===== src/hdl/ascii_decimal_integer_parser_assert.svh =====
// ----------------------------------------------------------------------------
// Assertion macros for the ASCII decimal integer parser
// Shared concurrent assertion forms, clocked and disabled during reset.
// ----------------------------------------------------------------------------
`ifndef ASCII_DECIMAL_INTEGER_PARSER_ASSERT_SVH
`define ASCII_DECIMAL_INTEGER_PARSER_ASSERT_SVH

// Same-cycle implication.
`define ADIP_ASSERT_NOW(label, clk, rst_n, ante, cons, msg) \
    label: assert property (@(posedge clk) disable iff (!rst_n) (ante) |-> (cons)) \
        else $error(msg);

// Next-cycle implication.
`define ADIP_ASSERT_NEXT(label, clk, rst_n, ante, cons, msg) \
    label: assert property (@(posedge clk) disable iff (!rst_n) (ante) |=> (cons)) \
        else $error(msg);

`endif


===== src/hdl/adip_pkg.sv =====
// ----------------------------------------------------------------------------
// adip_pkg
// Types and constants shared by the ASCII decimal integer parser.
// ----------------------------------------------------------------------------
package adip_pkg;

    localparam int VALUE_WIDTH_DEF = 64;
    localparam int OUT_WIDTH       = 64;
    localparam int BYTE_WIDTH      = 8;

    localparam logic [BYTE_WIDTH-1:0] CH_MINUS = 8'd45;
    localparam logic [BYTE_WIDTH-1:0] CH_ZERO  = 8'd48;
    localparam logic [BYTE_WIDTH-1:0] CH_NINE  = 8'd57;

    typedef enum logic [2:0] {
        PH_SEEK = 3'b001,
        PH_SIGN = 3'b010,
        PH_NUM  = 3'b100
    } t_phase;

    typedef struct packed {
        t_phase phase;
        logic   negative;
        logic   overflowed;
    } t_num_ctl;

    typedef struct packed {
        logic [OUT_WIDTH-1:0] value;
        logic                 overflow;
    } t_result;

endpackage


===== src/hdl/adip_step.sv =====
// ----------------------------------------------------------------------------
// adip_step
// Per-byte update of the number state: parse phase, magnitude and flags.
// ----------------------------------------------------------------------------
module adip_step #(
    parameter int VALUE_WIDTH = adip_pkg::VALUE_WIDTH_DEF
) (
    input  logic [adip_pkg::BYTE_WIDTH-1:0] i_byte,
    input  logic                            i_signed_mode,
    input  adip_pkg::t_num_ctl              i_ctl,
    input  logic [VALUE_WIDTH-1:0]          i_mag,
    output adip_pkg::t_num_ctl              o_ctl,
    output logic [VALUE_WIDTH-1:0]          o_mag,
    output logic                            o_emit,
    output adip_pkg::t_result               o_result
);
    import adip_pkg::*;

    localparam int FW = VALUE_WIDTH + 4;

    logic                   is_digit;
    logic [3:0]             digit;
    logic [FW-1:0]          full;
    logic [VALUE_WIDTH-1:0] lim;
    logic                   over;
    logic [VALUE_WIDTH-1:0] signed_val;

    assign is_digit = i_byte inside {[CH_ZERO:CH_NINE]};
    assign digit    = i_byte[3:0];

    // mag*10 + d, exact in four extra bits
    assign full = {1'b0, i_mag, 3'b000} + {3'b000, i_mag, 1'b0}
                + {{VALUE_WIDTH{1'b0}}, digit};

    always_comb begin
        if (i_ctl.negative) begin
            lim = {1'b1, {(VALUE_WIDTH-1){1'b0}}};
        end else if (i_signed_mode) begin
            lim = {1'b0, {(VALUE_WIDTH-1){1'b1}}};
        end else begin
            lim = '1;
        end
    end

    assign over       = full > {4'b0000, lim};
    assign signed_val = i_ctl.negative ? ({VALUE_WIDTH{1'b0}} - i_mag) : i_mag;

    assign o_result.value    = OUT_WIDTH'(signed_val);
    assign o_result.overflow = i_ctl.overflowed;

    always_comb begin
        o_ctl  = i_ctl;
        o_mag  = i_mag;
        o_emit = 1'b0;
        case (i_ctl.phase)
            PH_SIGN: begin
                // take the low nibble unchecked as first digit
                o_mag            = VALUE_WIDTH'(digit);
                o_ctl.negative   = 1'b1;
                o_ctl.overflowed = 1'b0;
                o_ctl.phase      = PH_NUM;
            end
            PH_NUM: begin
                if (is_digit) begin
                    o_mag = full[VALUE_WIDTH-1:0];
                    if (over) begin
                        o_ctl.overflowed = 1'b1;
                    end
                end else begin
                    o_emit = 1'b1;
                    o_mag  = '0;
                    o_ctl  = '{phase: PH_SEEK, negative: 1'b0, overflowed: 1'b0};
                end
            end
            default: begin
                o_ctl.phase = PH_SEEK;
                if (is_digit) begin
                    o_mag = VALUE_WIDTH'(digit);
                    o_ctl = '{phase: PH_NUM, negative: 1'b0, overflowed: 1'b0};
                end else if (i_byte == CH_MINUS && i_signed_mode) begin
                    o_ctl.phase = PH_SIGN;
                end
            end
        endcase
    end

endmodule


===== src/hdl/adip_out_reg.sv =====
// ----------------------------------------------------------------------------
// adip_out_reg
// Result register on the output channel; holds a transaction while stalled.
// ----------------------------------------------------------------------------
module adip_out_reg (
    input  logic              i_clk,
    input  logic              i_rst_n,
    input  logic              i_load,
    input  adip_pkg::t_result i_result,
    input  logic              i_stall,
    output logic              o_ready,
    output logic              o_valid,
    output adip_pkg::t_result o_result
);
    import adip_pkg::*;

    logic    r_vld;
    t_result r_res;

    assign o_ready  = !r_vld || !i_stall;
    assign o_valid  = r_vld;
    assign o_result = r_res;

    always_ff @(posedge i_clk) begin
        if (!i_rst_n) begin
            r_vld <= 1'b0;
        end else if (i_load) begin
            r_vld <= 1'b1;
        end else if (!i_stall) begin
            r_vld <= 1'b0;
        end
    end

    always_ff @(posedge i_clk) begin
        if (i_load) begin
            r_res <= i_result;
        end
    end

endmodule


===== src/hdl/ascii_decimal_integer_parser.sv =====
// ----------------------------------------------------------------------------
// ascii_decimal_integer_parser
// Streams ASCII bytes and emits each decimal integer found as a binary value.
// ----------------------------------------------------------------------------
// One byte per cycle while the output is not stalled: a byte is taken into
// the input register, then one step of shift-add logic (magnitude*10 +
// digit and the range compare) updates the number state. A byte that ends a
// number loads the result register, which can hold a transaction while the
// output is stalled; the input register keeps taking bytes until both
// registers are full and the output is stalled. Numbers are tracked as a
// magnitude and a sign flag; the value is negated on its way into the result
// register. Non-digit bytes are skipped while seeking; in signed mode a
// minus makes the next byte's low nibble the first digit. The terminating
// byte is consumed, never examined as a sign. The overflow bit marks any
// number that left the signed or unsigned range and wrapped modulo
// 2^VALUE_WIDTH; bits of o_out_value above VALUE_WIDTH are zero. Write
// signed_mode only while the block is idle.
// ----------------------------------------------------------------------------
`include "ascii_decimal_integer_parser_assert.svh"

module ascii_decimal_integer_parser #(
    parameter int VALUE_WIDTH = adip_pkg::VALUE_WIDTH_DEF
) (
    input  logic                            i_clk,
    input  logic                            i_rst_n,
    // configuration
    input  logic                            i_cfg_we,
    input  logic                            i_cfg_wdata,
    // input byte channel
    input  logic                            i_in_valid,
    output logic                            o_in_stall,
    input  logic [adip_pkg::BYTE_WIDTH-1:0] i_in_byte,
    // result channel
    output logic                            o_out_valid,
    input  logic                            i_out_stall,
    output logic [adip_pkg::OUT_WIDTH-1:0]  o_out_value,
    output logic                            o_out_overflow
);
    import adip_pkg::*;

    // input register
    logic                   r_in_vld;
    logic [BYTE_WIDTH-1:0]  r_in_byte;

    // number state
    logic                   r_signed_mode;
    t_num_ctl               r_ctl;
    t_num_ctl               n_ctl;
    logic [VALUE_WIDTH-1:0] r_mag;
    logic [VALUE_WIDTH-1:0] n_mag;

    logic                   emit;
    t_result                step_res;
    t_result                out_res;
    logic                   out_ready;
    logic                   adv;
    logic                   load;

    // Advance the state only when a finished result has somewhere to go.
    assign adv        = r_in_vld && out_ready;
    assign load       = adv && emit;
    assign o_in_stall = r_in_vld && !out_ready;

    always_ff @(posedge i_clk) begin
        if (!i_rst_n) begin
            r_signed_mode <= 1'b1;
        end else if (i_cfg_we) begin
            r_signed_mode <= i_cfg_wdata;
        end
    end

    // Accept a new byte whenever the held one moves on (or none is held).
    always_ff @(posedge i_clk) begin
        if (!i_rst_n) begin
            r_in_vld <= 1'b0;
        end else if (i_in_valid && !o_in_stall) begin
            r_in_vld <= 1'b1;
        end else if (adv) begin
            r_in_vld <= 1'b0;
        end
    end

    always_ff @(posedge i_clk) begin
        if (i_in_valid && !o_in_stall) begin
            r_in_byte <= i_in_byte;
        end
    end

    always_ff @(posedge i_clk) begin
        if (!i_rst_n) begin
            r_ctl <= '{phase: PH_SEEK, negative: 1'b0, overflowed: 1'b0};
            r_mag <= '0;
        end else if (adv) begin
            r_ctl <= n_ctl;
            r_mag <= n_mag;
        end
    end

    adip_step #(
        .VALUE_WIDTH (VALUE_WIDTH)
    ) u_step (
        .i_byte        (r_in_byte),
        .i_signed_mode (r_signed_mode),
        .i_ctl         (r_ctl),
        .i_mag         (r_mag),
        .o_ctl         (n_ctl),
        .o_mag         (n_mag),
        .o_emit        (emit),
        .o_result      (step_res)
    );

    adip_out_reg u_out (
        .i_clk    (i_clk),
        .i_rst_n  (i_rst_n),
        .i_load   (load),
        .i_result (step_res),
        .i_stall  (i_out_stall),
        .o_ready  (out_ready),
        .o_valid  (o_out_valid),
        .o_result (out_res)
    );

    assign o_out_value    = out_res.value;
    assign o_out_overflow = out_res.overflow;

    // A finished number always shows up on the output next cycle.
    `ADIP_ASSERT_NEXT(a_load_shows, i_clk, i_rst_n, load, o_out_valid,
        "result load did not raise output valid")
    // A terminated number leaves the state cleared for the next one.
    `ADIP_ASSERT_NEXT(a_emit_clears, i_clk, i_rst_n, load,
        r_ctl.phase == PH_SEEK && r_mag == '0 && !r_ctl.overflowed,
        "number state not cleared after emit")
    // A held byte blocked by the output must not move the number state.
    `ADIP_ASSERT_NEXT(a_blocked_holds, i_clk, i_rst_n, r_in_vld && !out_ready,
        $stable(r_mag) && $stable(r_ctl),
        "number state moved while blocked")
    // Only a number in progress can carry the overflow flag.
    `ADIP_ASSERT_NOW(a_ovf_in_num, i_clk, i_rst_n, r_ctl.overflowed,
        r_ctl.phase == PH_NUM,
        "overflow flag set outside a number")

endmodule

===== config.mk =====
export PLATFORM = sky130hd
export DESIGN_NAME = ascii_decimal_integer_parser
export DESIGN_NICKNAME = d
export VERILOG_FILES = /design/src/hdl/adip_pkg.sv /design/src/hdl/adip_step.sv /design/src/hdl/adip_out_reg.sv /design/src/hdl/ascii_decimal_integer_parser.sv
export VERILOG_INCLUDE_DIRS = /design/src /design/src/hdl
export SDC_FILE = /design/constraint.sdc
export NUM_CORES = 1
export LEC_CHECK = 0
export BUFFER_PORTS_ARGS = -buffer_cell sky130_fd_sc_hd__buf_2
export CAP_MARGIN = 15
export CORE_UTILIZATION = 45
export CTS_BUF_LIST = sky130_fd_sc_hd__clkbuf_4
export DETAILED_ROUTE_END_ITERATION = 8
export GPL_ROUTABILITY_DRIVEN = 0
export PLACE_DENSITY = 0.65
export SLEW_MARGIN = 20
export SYNTH_ARGS = -nofsm -noshare
export SYNTH_HDL_FRONTEND = slang
export SYNTH_HIERARCHICAL = 1
export SYNTH_SLANG_ARGS = --single-unit

===== constraint.sdc =====
create_clock -name i_clk -period 13.4 [get_ports i_clk]
set_input_delay 2.68 -clock i_clk [delete_from_list [all_inputs] [get_ports i_clk]]
set_output_delay 2.68 -clock i_clk [all_outputs]
set_load 0.02 [all_outputs]

## Word-level counts from Yosys, hierarchy flattened

Cells that the tools add are included.

| cells by class | value |
|---|---|
| $add $sub $neg | 3 |
| magnitude comparators | 3 |
| equal/unequal tests | 6 |
| mux-type cells | 19 |
| reduce and logical (&&, ||, !) cells | 17 |

Operator list:

| cell | number |
|---|---|
| $mux W64 | 5 |
| $pmux W64 S2 | 1 |
| $add A67 B65 Y68 | 1 |
| $add A68 B4 Y68 | 1 |
| $gt A68 B64 Y1 | 1 |
| $sub A1 B64 Y64 const A | 1 |
| $pmux W5 S2 | 1 |
| $eq A8 B6 Y1 const B | 1 |
| $ge A8 B6 Y1 const B | 1 |
| $le A8 B6 Y1 const B | 1 |
| $mux W1 | 8 |
| $logic_and A1 B1 Y1 | 6 |
| $reduce_and A3 Y1 | 2 |
| $logic_not A1 Y1 | 4 |
| $mux W2 | 2 |
| $mux W4 | 1 |
| $reduce_and A2 Y1 | 2 |
| $eq A3 B2 Y1 const B | 1 |
| $eq A3 B3 Y1 const B | 1 |
| $mux W3 | 1 |
| $ne A3 B3 Y1 const B | 1 |
| $reduce_bool A3 Y1 | 1 |
| $ne A2 B1 Y1 const B | 1 |
| $ne A2 B2 Y1 const B | 1 |
| other kinds (2) | 2 |

| storage, ports and cells | value |
|---|---|
| bits in registers | 145 |
| bits of input ports | 14 |

## Logic depth before layout (Yosys ltp)

Gate-level depths: netlist of run 1.

| logic depth | value |
|---|---|
| word-level depth | 7 |
| gate-level depth with buffers | 25 |

## By module

Netlist of run 1, hierarchy kept.

By module, submodules not included:

| module | times used | cells an instance | area an instance (µm²) |
|---|---|---|---|
| adip_step | 1 | 1093 | 8020.2 |
| ascii_decimal_integer_parser | 1 | 331 | 2977.9 |
| adip_out_reg | 1 | 69 | 1986.9 |

## Worst setup path before layout of run 1

No wires, ideal clock.

| path | value |
|---|---|
| path type | in2out |
| start | input i_out_stall |
| end | output o_in_stall |
| data arrival time | 3244 ps |
| setup slack | 7476 ps |
| stages | 3 |
| path buffers | 1 |
| cells stage by stage | nand2_1 > buf_6 > nor2b_1 |

| on the way | value |
|---|---|
| cells in the longest elaborated chain, start to end | 4 |

Ends and longest elaborated chain:

| item | line | text |
|---|---|---|
| start, declared | ascii_decimal_integer_parser.sv:35 | `input logic i_out_stall,` |
| $logic_not A1 Y1 | adip_out_reg.sv:20 | `assign o_ready = !r_vld \|\| !i_stall;` |
| $logic_or A1 B1 Y1 | adip_out_reg.sv:20 |  |
| $logic_not A1 Y1 | ascii_decimal_integer_parser.sv:62 | `assign o_in_stall = r_in_vld && !out_ready;` |
| $logic_and A1 B1 Y1 | ascii_decimal_integer_parser.sv:62 |  |
| end, declared | ascii_decimal_integer_parser.sv:31 | `output logic o_in_stall,` |

Every way passes these cells.

## Worst setup path in the final report of run 1

| path | value |
|---|---|
| start | register r_mag[2] |
| end | register r_ctl[0] in the netlist's numbering |

| on the way | value |
|---|---|
| cells in the longest elaborated chain, start to end | 5 |

Ends and longest elaborated chain:

| item | line | text |
|---|---|---|
| start, declared | ascii_decimal_integer_parser.sv:49 | `logic [VALUE_WIDTH-1:0] r_mag;` |
| start signal, assigned | ascii_decimal_integer_parser.sv:95 | `r_mag <= n_mag;` |
| $add A67 B65 Y68 | adip_step.sv:32 | `assign full = {1'b0, i_mag, 3'b000} + {3'b000, i_mag, 1'b0}` |
| $add A68 B4 Y68 | adip_step.sv:33 | `+ {{VALUE_WIDTH{1'b0}}, digit};` |
| $gt A68 B64 Y1 | adip_step.sv:45 | `assign over = full > {4'b0000, lim};` |
| $ne A3 B3 Y1 (no line) | -- |  |
| $reduce_and A3 Y1 (no line) | -- |  |
| end signal, assigned | ascii_decimal_integer_parser.sv:91 | `r_ctl <= '{phase: PH_SEEK, negative: 1'b0, overflowed: 1'b0};` |
| end signal, assigned | ascii_decimal_integer_parser.sv:94 | `r_ctl <= n_ctl;` |
| end, declared | ascii_decimal_integer_parser.sv:47 | `t_num_ctl r_ctl;` |

Every way passes these cells.
A chain may end at the register's enable or synchronous reset.

==> results.json, run 1 <==
{
  "outcome": "finished, final reports clean",
  "grt.overflow.total": 0,
  "hpwl_um": 24300,
  "coreArea_um2": 28100,
  "synth.distinct_cells": 65,
  "grt_pass1_wl_um": 54600,
  "rsz0062_at_grt": "no",
  "synth-edff-count": 73,
  "synth-seq-area-share_pct": 28.0,
  "fin_tns_setup_ns": 0,
  "synth_area_leaders": "ha_1, edfxtp_1, dfxtp_1",
  "clk_latency_ns": 0.61,
  "clkSinkCount": 145,
  "initial_utilization_pct": 46.2,
  "ys_async_sr_fraction_pct": 0,
  "die_w_um": 172,
  "cts_max_path_buffers": 2,
  "drcViolationCount": 0,
  "synth_top_flop_cell": "edfxtp_1",
  "fill_cells": 2722,
  "ios": 81,
  "worstPathMaxFanout": 9,
  "cap_violations": 0,
  "drv_slew": 0,
  "area_growth_pct": 6.71,
  "power_density_nw_per_um2": 56.4,
  "synth.most_common_cell": "ha_1",
  "ctsHoldBuffers": 0,
  "wl_met1_um": 15700,
  "drive_gt1_share_pct": 10.1,
  "synthCells": 1493,
  "grt_pass1_vias": 10800,
  "yosysTopAreaCell": "ha_1",
  "worstSetupStartpointType": "flip-flop",
  "hold_violations": 0,
  "worstPathArrival_ns": 7.15,
  "io_buffer_count": 80,
  "fin_nets": 1724,
  "vias": 11500,
  "cts_tree": "done",
  "design_area_um2": 13900,
  "vias_per_cell": 6.02,
  "numCtsBuffers": 17,
  "reg2reg_setup_slack_ns": 6.72,
  "critical_path_class": "reg -> reg",
  "dr.first_iter.drc_count": 787,
  "ys_seq_elements": 145,
  "die_h_um": 172,
  "ys.warnings.count": 6,
  "antenna_found_initial": 2,
  "ir_worst_vdd_v": 0.0000342,
  "hold_path.class": "reg -> reg",
  "num_rows": 61,
  "grt_max_degree": 79,
  "setup_viol": 0,
  "met3WireLength_um": 1330,
  "final_util_pct": 49.3,
  "required_ns": 13.87,
  "worst_pin_slew_ns": 0.944,
  "p_leak_uw": 0.00594,
  "place_area_um2": 13600,
  "max_slew_margin_pct": 36.9,
  "cpPeakStageDelay_ns": 0.57,
  "max_freq_mhz": 150,
  "top_layer_used": "met4",
  "cts_setup_buffers": 0,
  "ant_nets": 0,
  "gr-usage-all-layers_pct": 23.0,
  "crit_path_top_delay_cell": "dfxtp_1",
  "whs_ns": 0.523,
  "routedWlPerCell_um": 17.4,
  "ctsResizeCount": 0,
  "period_minus_slack_ns": 6.68,
  "die-area_um2": 29500,
  "drtPass1Iterations": 5,
  "cpMostUsedCell": "a211oi_1",
  "root_buffer": "clkbuf_4",
  "yosys-top-cells-count": "ha_1, nand2_1, o21ai_0",
  "cts_htree_levels": 4,
  "finalClockSkew_ns": 0.0366,
  "synth_area_um2": 13000,
  "syn_avg_cell_area_um2": 8.70,
  "path_cells": "fa_1 > ha_1 > a211oi_1 > nor4b_1 > nor3b_1 > o31ai_1 > a21boi_0 > o21bai_1 > a21o_1 > a211oi_1 > xnor2_1 > ha_1 > a21o_1 > nand3_1 > a21oi_1 > a211oi_1 > o311ai_0 > a221oi_1 > o211ai_1 > a221oi_1 > a41oi_1 > a221o_1 > nand4_1 > o21ai_0",
  "crit_path_end_kind": "flip-flop",
  "yosysTopAreaCellShare_pct": 18.5,
  "synthesis.nets": 1701,
  "met2_length_um": 15200,
  "clk_pin_slew_ns": 0.14,
  "finalCritPeriodShare_pct": 49.9,
  "wl_um": 33100
}
final timing paths:
path                            startpoint        to  cells past startpoint
worst min-delay path              r_ctl[4]  r_ctl[4]                      2
worst min register to register    r_ctl[4]  r_ctl[4]                      2
worst max register to register    r_mag[2]  r_ctl[0]                     24
worst max-delay path              r_mag[2]  r_ctl[0]                     24
sequential cells by signal (all words and copies together) (netlist names):
register        cells
r_mag              64
u_out/o_result     65
r_in_byte           8
r_signed_mode       1
r_ctl               5
r_in_vld            1
u_out/o_valid       1
cell type report:
cell class,instances,area [um^2],area share [%]
diodes,2,5.00,0.0361
inverters,31,116,0.840
well taps,378,473,3.41
repair buffers,89,470,3.40
clock inverters,15,150,1.08
multi-input cells,1232,8870,64.1
clock buffers,17,128,0.921
flip-flops and latches,145,3640,26.3
cell families after synthesis:
family / share of synthesized area, %
AOI/OAI and AO/OA: 23.7
xor gates and xnor gates: 8.50
adders and majority gates: 18.8
buffers and inverters: 3.80
DFF: 28.0
muxes: 0.154
and+or+nand+nor: 17.1
metal layers:
layer  vias up  global-route usage (%)
met1      5401                    30.7
met2       297                    37.7
met3        55                    2.79
met5         -                       0
li1       5730                       -
met4         0                    9.31
where the power goes:
group          total [uW]  internal [uW]  switching, uW
registers             466            464           1.85
logic                27.8           6.19           21.6
clock network         288           98.2            190
total                 782            569            213
cells in the final DEF, fill, tap and decap left out, types with 12 or more instances in the layout:
cell and n:
o21ai_0 144, nor2_1 65, ha_1 192, a211oi_1 16, buf_2 79, inv_1 31, o31ai_1 26, a22o_1 61
nor3_1 17, nand3_1 17, edfxtp_1 73, a21oi_1 99, or3_1 22, a21o_1 30, o21bai_1 12, nand2_1 155
clkbuf_4 17, nand4_1 101, xnor2_1 102, dfxtp_1 70, o21a_1 14, xor2_1 24
through the flow:
stage | total power [uW] | worst slack (ns) | cells
after floorplan | 497 | 7.48 | 1493
after global placement | 503 | 6.88 | 1875
after detailed placement | 504 | 6.83 | 1875
after CTS | 796 | 6.78 | 1907
after global routing | 813 | 6.31 | 1909
final | 782 | 6.72 | 1909
critical path: cells and delay by family (launching register included):
| kind | cells | cell delay (ns) |
|---|---|---|
| compound gates | 16 | 3.95 |
| xor+xnor | 1 | 0.19 |
| flops | 1 | 0.57 |
| fa+ha+maj | 3 | 1.11 |
| simple gates | 4 | 0.73 |
Power figures use the tool's default switching activity.
==> run 2, diff against run 1 <==
Settings changed: PLACE_DENSITY 0.65 to 0.67.
Clock period 13.4 ns to 5.5 ns, I/O delays scaled along.
==> run 2 against run 1 <==
The flow now finishes with violations (setup timing). Design area up 9.4%. Clock skew grew 0.0036 ns. Fmax grew 20%. Register-to-register slack got worse by 6.8 ns. Power grew 140%. Die area stayed put. Combinational power grew to 2.8 times the previous value. Via count grew 7.2%. Critical path depth increased by 4. Non-clock buffer count grew 151.
==> results.json, run 2 (synthesis results as in run 1) <==
{
  "required_ns": 5.93,
  "num_rows": 61,
  "cap_violations": 0,
  "power_density_nw_per_um2": 124,
  "drive_gt1_share_pct": 20.2,
  "fin_nets": 1875,
  "worstSetupStartpointType": "flip-flop",
  "critical_path_class": "reg -> reg",
  "hold_violations": 0,
  "grt_max_degree": 89,
  "clkSinkCount": 145,
  "ctsHoldBuffers": 0,
  "cpMostUsedCell": "buf_4",
  "largest_reg_flops": 65,
  "worstPathMaxFanout": 4,
  "cts_tree": "done",
  "p_leak_uw": 0.00677,
  "final_common_cell": "ha_1",
  "worst_pin_slew_ns": 1.02,
  "cpPeakStageDelay_ns": 0.53,
  "root_buffer": "clkbuf_4",
  "drcViolationCount": 0,
  "hold_path.class": "reg -> reg",
  "outcome": "finished with violations",
  "vias": 12300,
  "failed_checks": "setup timing",
  "finalCritPeriodShare_pct": 101,
  "die_h_um": 172,
  "ant_nets": 0,
  "finalClockSkew_ns": 0.0402,
  "crit_path_top_delay_cell": "fa_1",
  "hpwl_um": 26100,
  "rsz0062_at_grt": "yes",
  "dp_cells": 2012,
  "critPathBufInv": 5,
  "drtPass1Iterations": 6,
  "crit_path_end_kind": "flip-flop",
  "setup_slack_ns": -0.0461,
  "path_delay_family": "compound AO/OA/AOI/OAI gates",
  "place_area_um2": 14600,
  "period_minus_slack_ns": 5.55,
  "wl_um": 35300,
  "ios": 81,
  "ir_worst_vdd_v": 0.0000996,
  "grt_pass1_vias": 11400,
  "dr.first_iter.drc_count": 983,
  "design_area_um2": 15200,
  "area_growth_pct": 16.7,
  "die_w_um": 172,
  "gr-usage-all-layers_pct": 24.3,
  "grt_pass1_wl_um": 57500,
  "vias_per_cell": 5.98,
  "clk_pin_slew_ns": 0.14,
  "setup_viol": 1,
  "antenna_found_initial": 1,
  "grt.overflow.total": 0,
  "initial_utilization_pct": 46.2,
  "cts_max_path_buffers": 2,
  "routedWlPerCell_um": 17.2,
  "die-area_um2": 29500,
  "clk_latency_ns": 0.60,
  "cts_htree_levels": 4,
  "drv_slew": 0,
  "final_util_pct": 53.9,
  "final_cell_mix": "ha_1, buf_4, nand2_1",
  "finalNonFillerCells": 2059,
  "worstPathArrival_ns": 5.97,
  "numCtsBuffers": 17,
  "io_buffer_count": 80,
  "max_slew_margin_pct": 32.2,
  "coreArea_um2": 28100,
  "max_freq_mhz": 180
}
-- run 2: changes by cell type in the layout (fill, tap and decap cells not counted), moves of 4 or more --
cell      previous run  this run
a211oi_1            16        10
a211oi_2             0         6
buf_4               10       160
o21ai_0            144       136
o21ai_1              0         7
o31ai_1             26        22
o31ai_2              1         5
-- run 2: layout make-up --
cell class | instances | area (um^2)
fill | 2614 | 12900
multi-input combinational | 1232 | 9050
sequential | 145 | 3640
timing repair buffer | 240 | 1610
tap | 378 | 473
clock buffer | 20 | 150
inverter | 31 | 116
clock inverter | 12 | 110
antenna | 1 | 2.50
-- run 2: worst paths after layout --
check / startpoint / end / slack [ns] / cells past startpoint
hold / removal: r_ctl[2] / r_ctl[2] / 0.54 / 2
setup reg to reg: r_in_byte[3] / r_ctl[0] / -0.05 / 28
setup / recovery: r_in_byte[3] / r_ctl[0] / -0.05 / 28
hold reg to reg: r_ctl[2] / r_ctl[2] / 0.54 / 2
-- run 2: power by group --
group / leakage (uW) / switching [uW] / internal, uW / total (uW)
Combinational: 0.00551 / 57.0 / 20.1 / 77.1
Clock: 0.000137 / 423 / 240 / 663
Sequential: 0.00112 / 3.68 / 1130 / 1130
Total: 0.00677 / 484 / 1390 / 1870
-- run 2: timing repair --
item                                    CTS  global route
setup buffers                             7             8
endpoints found under the setup margin    1             1
hold endpoints to repair                  0             0
pin swaps                                31            12
gates resized for setup                  36            11
-- run 2: through the flow --
step	setup slack, ns	power [uW]	setup TNS [ns]	hold WS [ns]
floorplan	0.0998	1210	0	0.438
global placement	-0.312	1230	-0.312	0.497
detailed placement	-0.424	1230	-0.424	0.520
CTS	0.00542	1900	0	0.535
global route	-0.322	1950	-0.322	0.546
finish	-0.0461	1870	-0.0461	0.542
-- run 2: per-layer routing --
layer	vias to the layer above	track usage, %	part of all wire [%]
met5	-	0	0
met4	0	6.04	1.2
met3	20	3.23	4.5
met2	347	41.7	48
met1	5925	32.1	46
li1	6014	-	-
-- run 2: worst reg2reg max path, delay by kind of cell, from the launching register on --
kind / cells / cell delay [ns]
flops: 1 / 0.43
compound gates: 14 / 2.70
xor+xnor: 1 / 0.18
buf+inv: 5 / 0.49
simple gates: 5 / 0.48
fa+ha+maj: 3 / 1.08
==> run 3, diff against run 2 <==
Settings changed: CTS_BUF_LIST sky130_fd_sc_hd__clkbuf_4 to sky130_fd_sc_hd__clkbuf_4 sky130_fd_sc_hd__clkbuf_8.
==> run 3 against run 2 <==
The run still ends with setup timing left. Critical path depth decreased by 2. Worst hold slack got worse by 0.014 ns. Utilization increased by 0.77 points. Design area increased by 1.4%. Cell count increased by 0.15%. Die area unchanged. First-iteration DRC count decreased by 8.9%. Power increased by 8.3%. Clock-buffer cell count unchanged. Combinational power increased by 2%.
==> results.json, run 3 (synthesis results as in run 1) <==
{
  "outcome": "finished with violations",
  "failed_checks": "setup timing",
  "hp-start": "r_mag[32]",
  "r2r-start": "r_in_byte[3]",
  "grt.overflow.total": 0,
  "initial_utilization_pct": 46.2,
  "routedWlPerCell_um": 17.1,
  "clk_latency_ns": 0.48,
  "coreArea_um2": 28100,
  "grt_pass1_wl_um": 57500,
  "antenna_found_initial": 0,
  "met2_length_um": 16900,
  "gr-usage-all-layers_pct": 24.4,
  "rsz0062_at_grt": "yes",
  "vias": 12200,
  "fin_tns_setup_ns": -0.00268,
  "die-area_um2": 29500,
  "r2r-end": "r_ctl[0]",
  "drv_slew": 0,
  "area_growth_pct": 18.3,
  "max_freq_mhz": 182,
  "drtPass1Iterations": 5,
  "seq_area_um2": 3640,
  "max_slew_margin_pct": 33.0,
  "required_ns": 5.82,
  "num_rows": 61,
  "finalCritPeriodShare_pct": 100,
  "ios": 81,
  "hpwl_um": 26100,
  "multi_input_area_um2": 9130,
  "ir_worst_vdd_v": 0.000119,
  "critical_path_class": "reg -> reg",
  "setup_viol": 1,
  "cts_tree": "done",
  "numCtsBuffers": 17,
  "crit_path_end_kind": "flip-flop",
  "worstPathArrival_ns": 5.82,
  "design_area_um2": 15400,
  "drive_gt1_share_pct": 21.0,
  "vias_per_cell": 5.89,
  "cts_htree_levels": 4,
  "diodes": 0,
  "drcViolationCount": 0,
  "wl_um": 35400,
  "whs_ns": 0.528,
  "dr.first_iter.drc_count": 896,
  "cpPeakStageDelay_ns": 0.62,
  "p_leak_uw": 0.00687,
  "root_buffer": "clkbuf_8",
  "wl_met1_um": 16400,
  "die_h_um": 172,
  "hold_depth": 2,
  "met3WireLength_um": 1530,
  "power_density_nw_per_um2": 132,
  "finalNonFillerCells": 2062,
  "worstPathMaxFanout": 4,
  "cts_max_path_buffers": 2,
  "top_layer_used": "met4",
  "final_cell_mix": "ha_1, buf_4, nand2_1",
  "grt_max_degree": 89,
  "worst_pin_slew_ns": 1.01,
  "grt_pass1_vias": 11400,
  "path_delay_family": "compound AO/OA/AOI/OAI gates",
  "finalClockSkew_ns": 0.0241,
  "clk_pin_slew_ns": 0.09,
  "final_common_cell": "ha_1",
  "crit_path_top_delay_cell": "fa_1",
  "worstSetupStartpointType": "flip-flop",
  "setup_slack_ns": -0.00268,
  "period_minus_slack_ns": 5.50,
  "place_area_um2": 14600,
  "ant_nets": 0,
  "r2r_cells": 26,
  "dp_cells": 2012,
  "hold_path.class": "reg -> reg",
  "fin_nets": 1879,
  "largest_reg_flops": 65,
  "critPathBufInv": 4,
  "io_buffer_count": 80,
  "min_to": "r_mag[32]",
  "clkSinkCount": 145,
  "reg2reg_setup_slack_ns": -0.003,
  "hold_violations": 0,
  "die_w_um": 172,
  "cap_violations": 0,
  "fill_cells": 2595
}
[run 3: worst max-delay path by stage]
stage,start,end,slack [ns],depth (start not counted)
after floorplan,r_in_byte[3],r_ctl[0],0.1,24
after global placement,r_in_byte[3],r_ctl[0],-0.31,24
after detailed placement,r_in_byte[3],r_ctl[0],-0.42,25
after CTS,r_in_byte[3],r_ctl[0],0.02,24
after global routing,r_in_byte[3],r_ctl[0],-0.29,26
final,r_in_byte[3],r_ctl[0],-0.003,26
[run 3: power by group]
| group | internal, uW | switching, uW |
|---|---|---|
| Combinational | 20.9 | 57.4 |
| Clock | 373 | 445 |
| Sequential | 1130 | 3.79 |
[run 3: metrics by stage]
stage | utilization, % | power, uW | worst slack [ns]
floorplan | - | 1210 | 0.0998
global placement | 52.0 | 1230 | -0.312
detailed placement | 52.0 | 1230 | -0.424
CTS | 53.9 | 2050 | 0.0179
global route | 54.7 | 2100 | -0.291
finish | 54.7 | 2030 | -0.00268
[run 3: tightest hold or removal path, stage by stage, from the launching register on]
cell     delay [ns]
dfxtp_2        0.37
nand2_1        0.06
o21ai_0        0.06
[run 3: layer usage]
layer	GRT usage, %	up-vias
met1	32.0	5798
met3	3.59	36
met5	0	-
met2	41.4	297
li1	-	6024
met4	6.81	0
[run 3: repair_timing]
item,CTS,global route
buffers inserted,5,14
gates resized for setup,37,27
gates cloned,0,0
endpoints found under the hold margin,0,0
hold buffers,0,0
setup endpoints to repair,1,1
pin swaps,29,36
[run 3: layout make-up]
class	count	area share, %
Multi-Input combinational cell	1232	59.4
Sequential cell	145	23.7
Timing Repair Buffer	244	10.7
Tap cell	378	3.08
Clock buffer	20	1.67
Inverter	31	0.757
Clock inverter	12	0.717
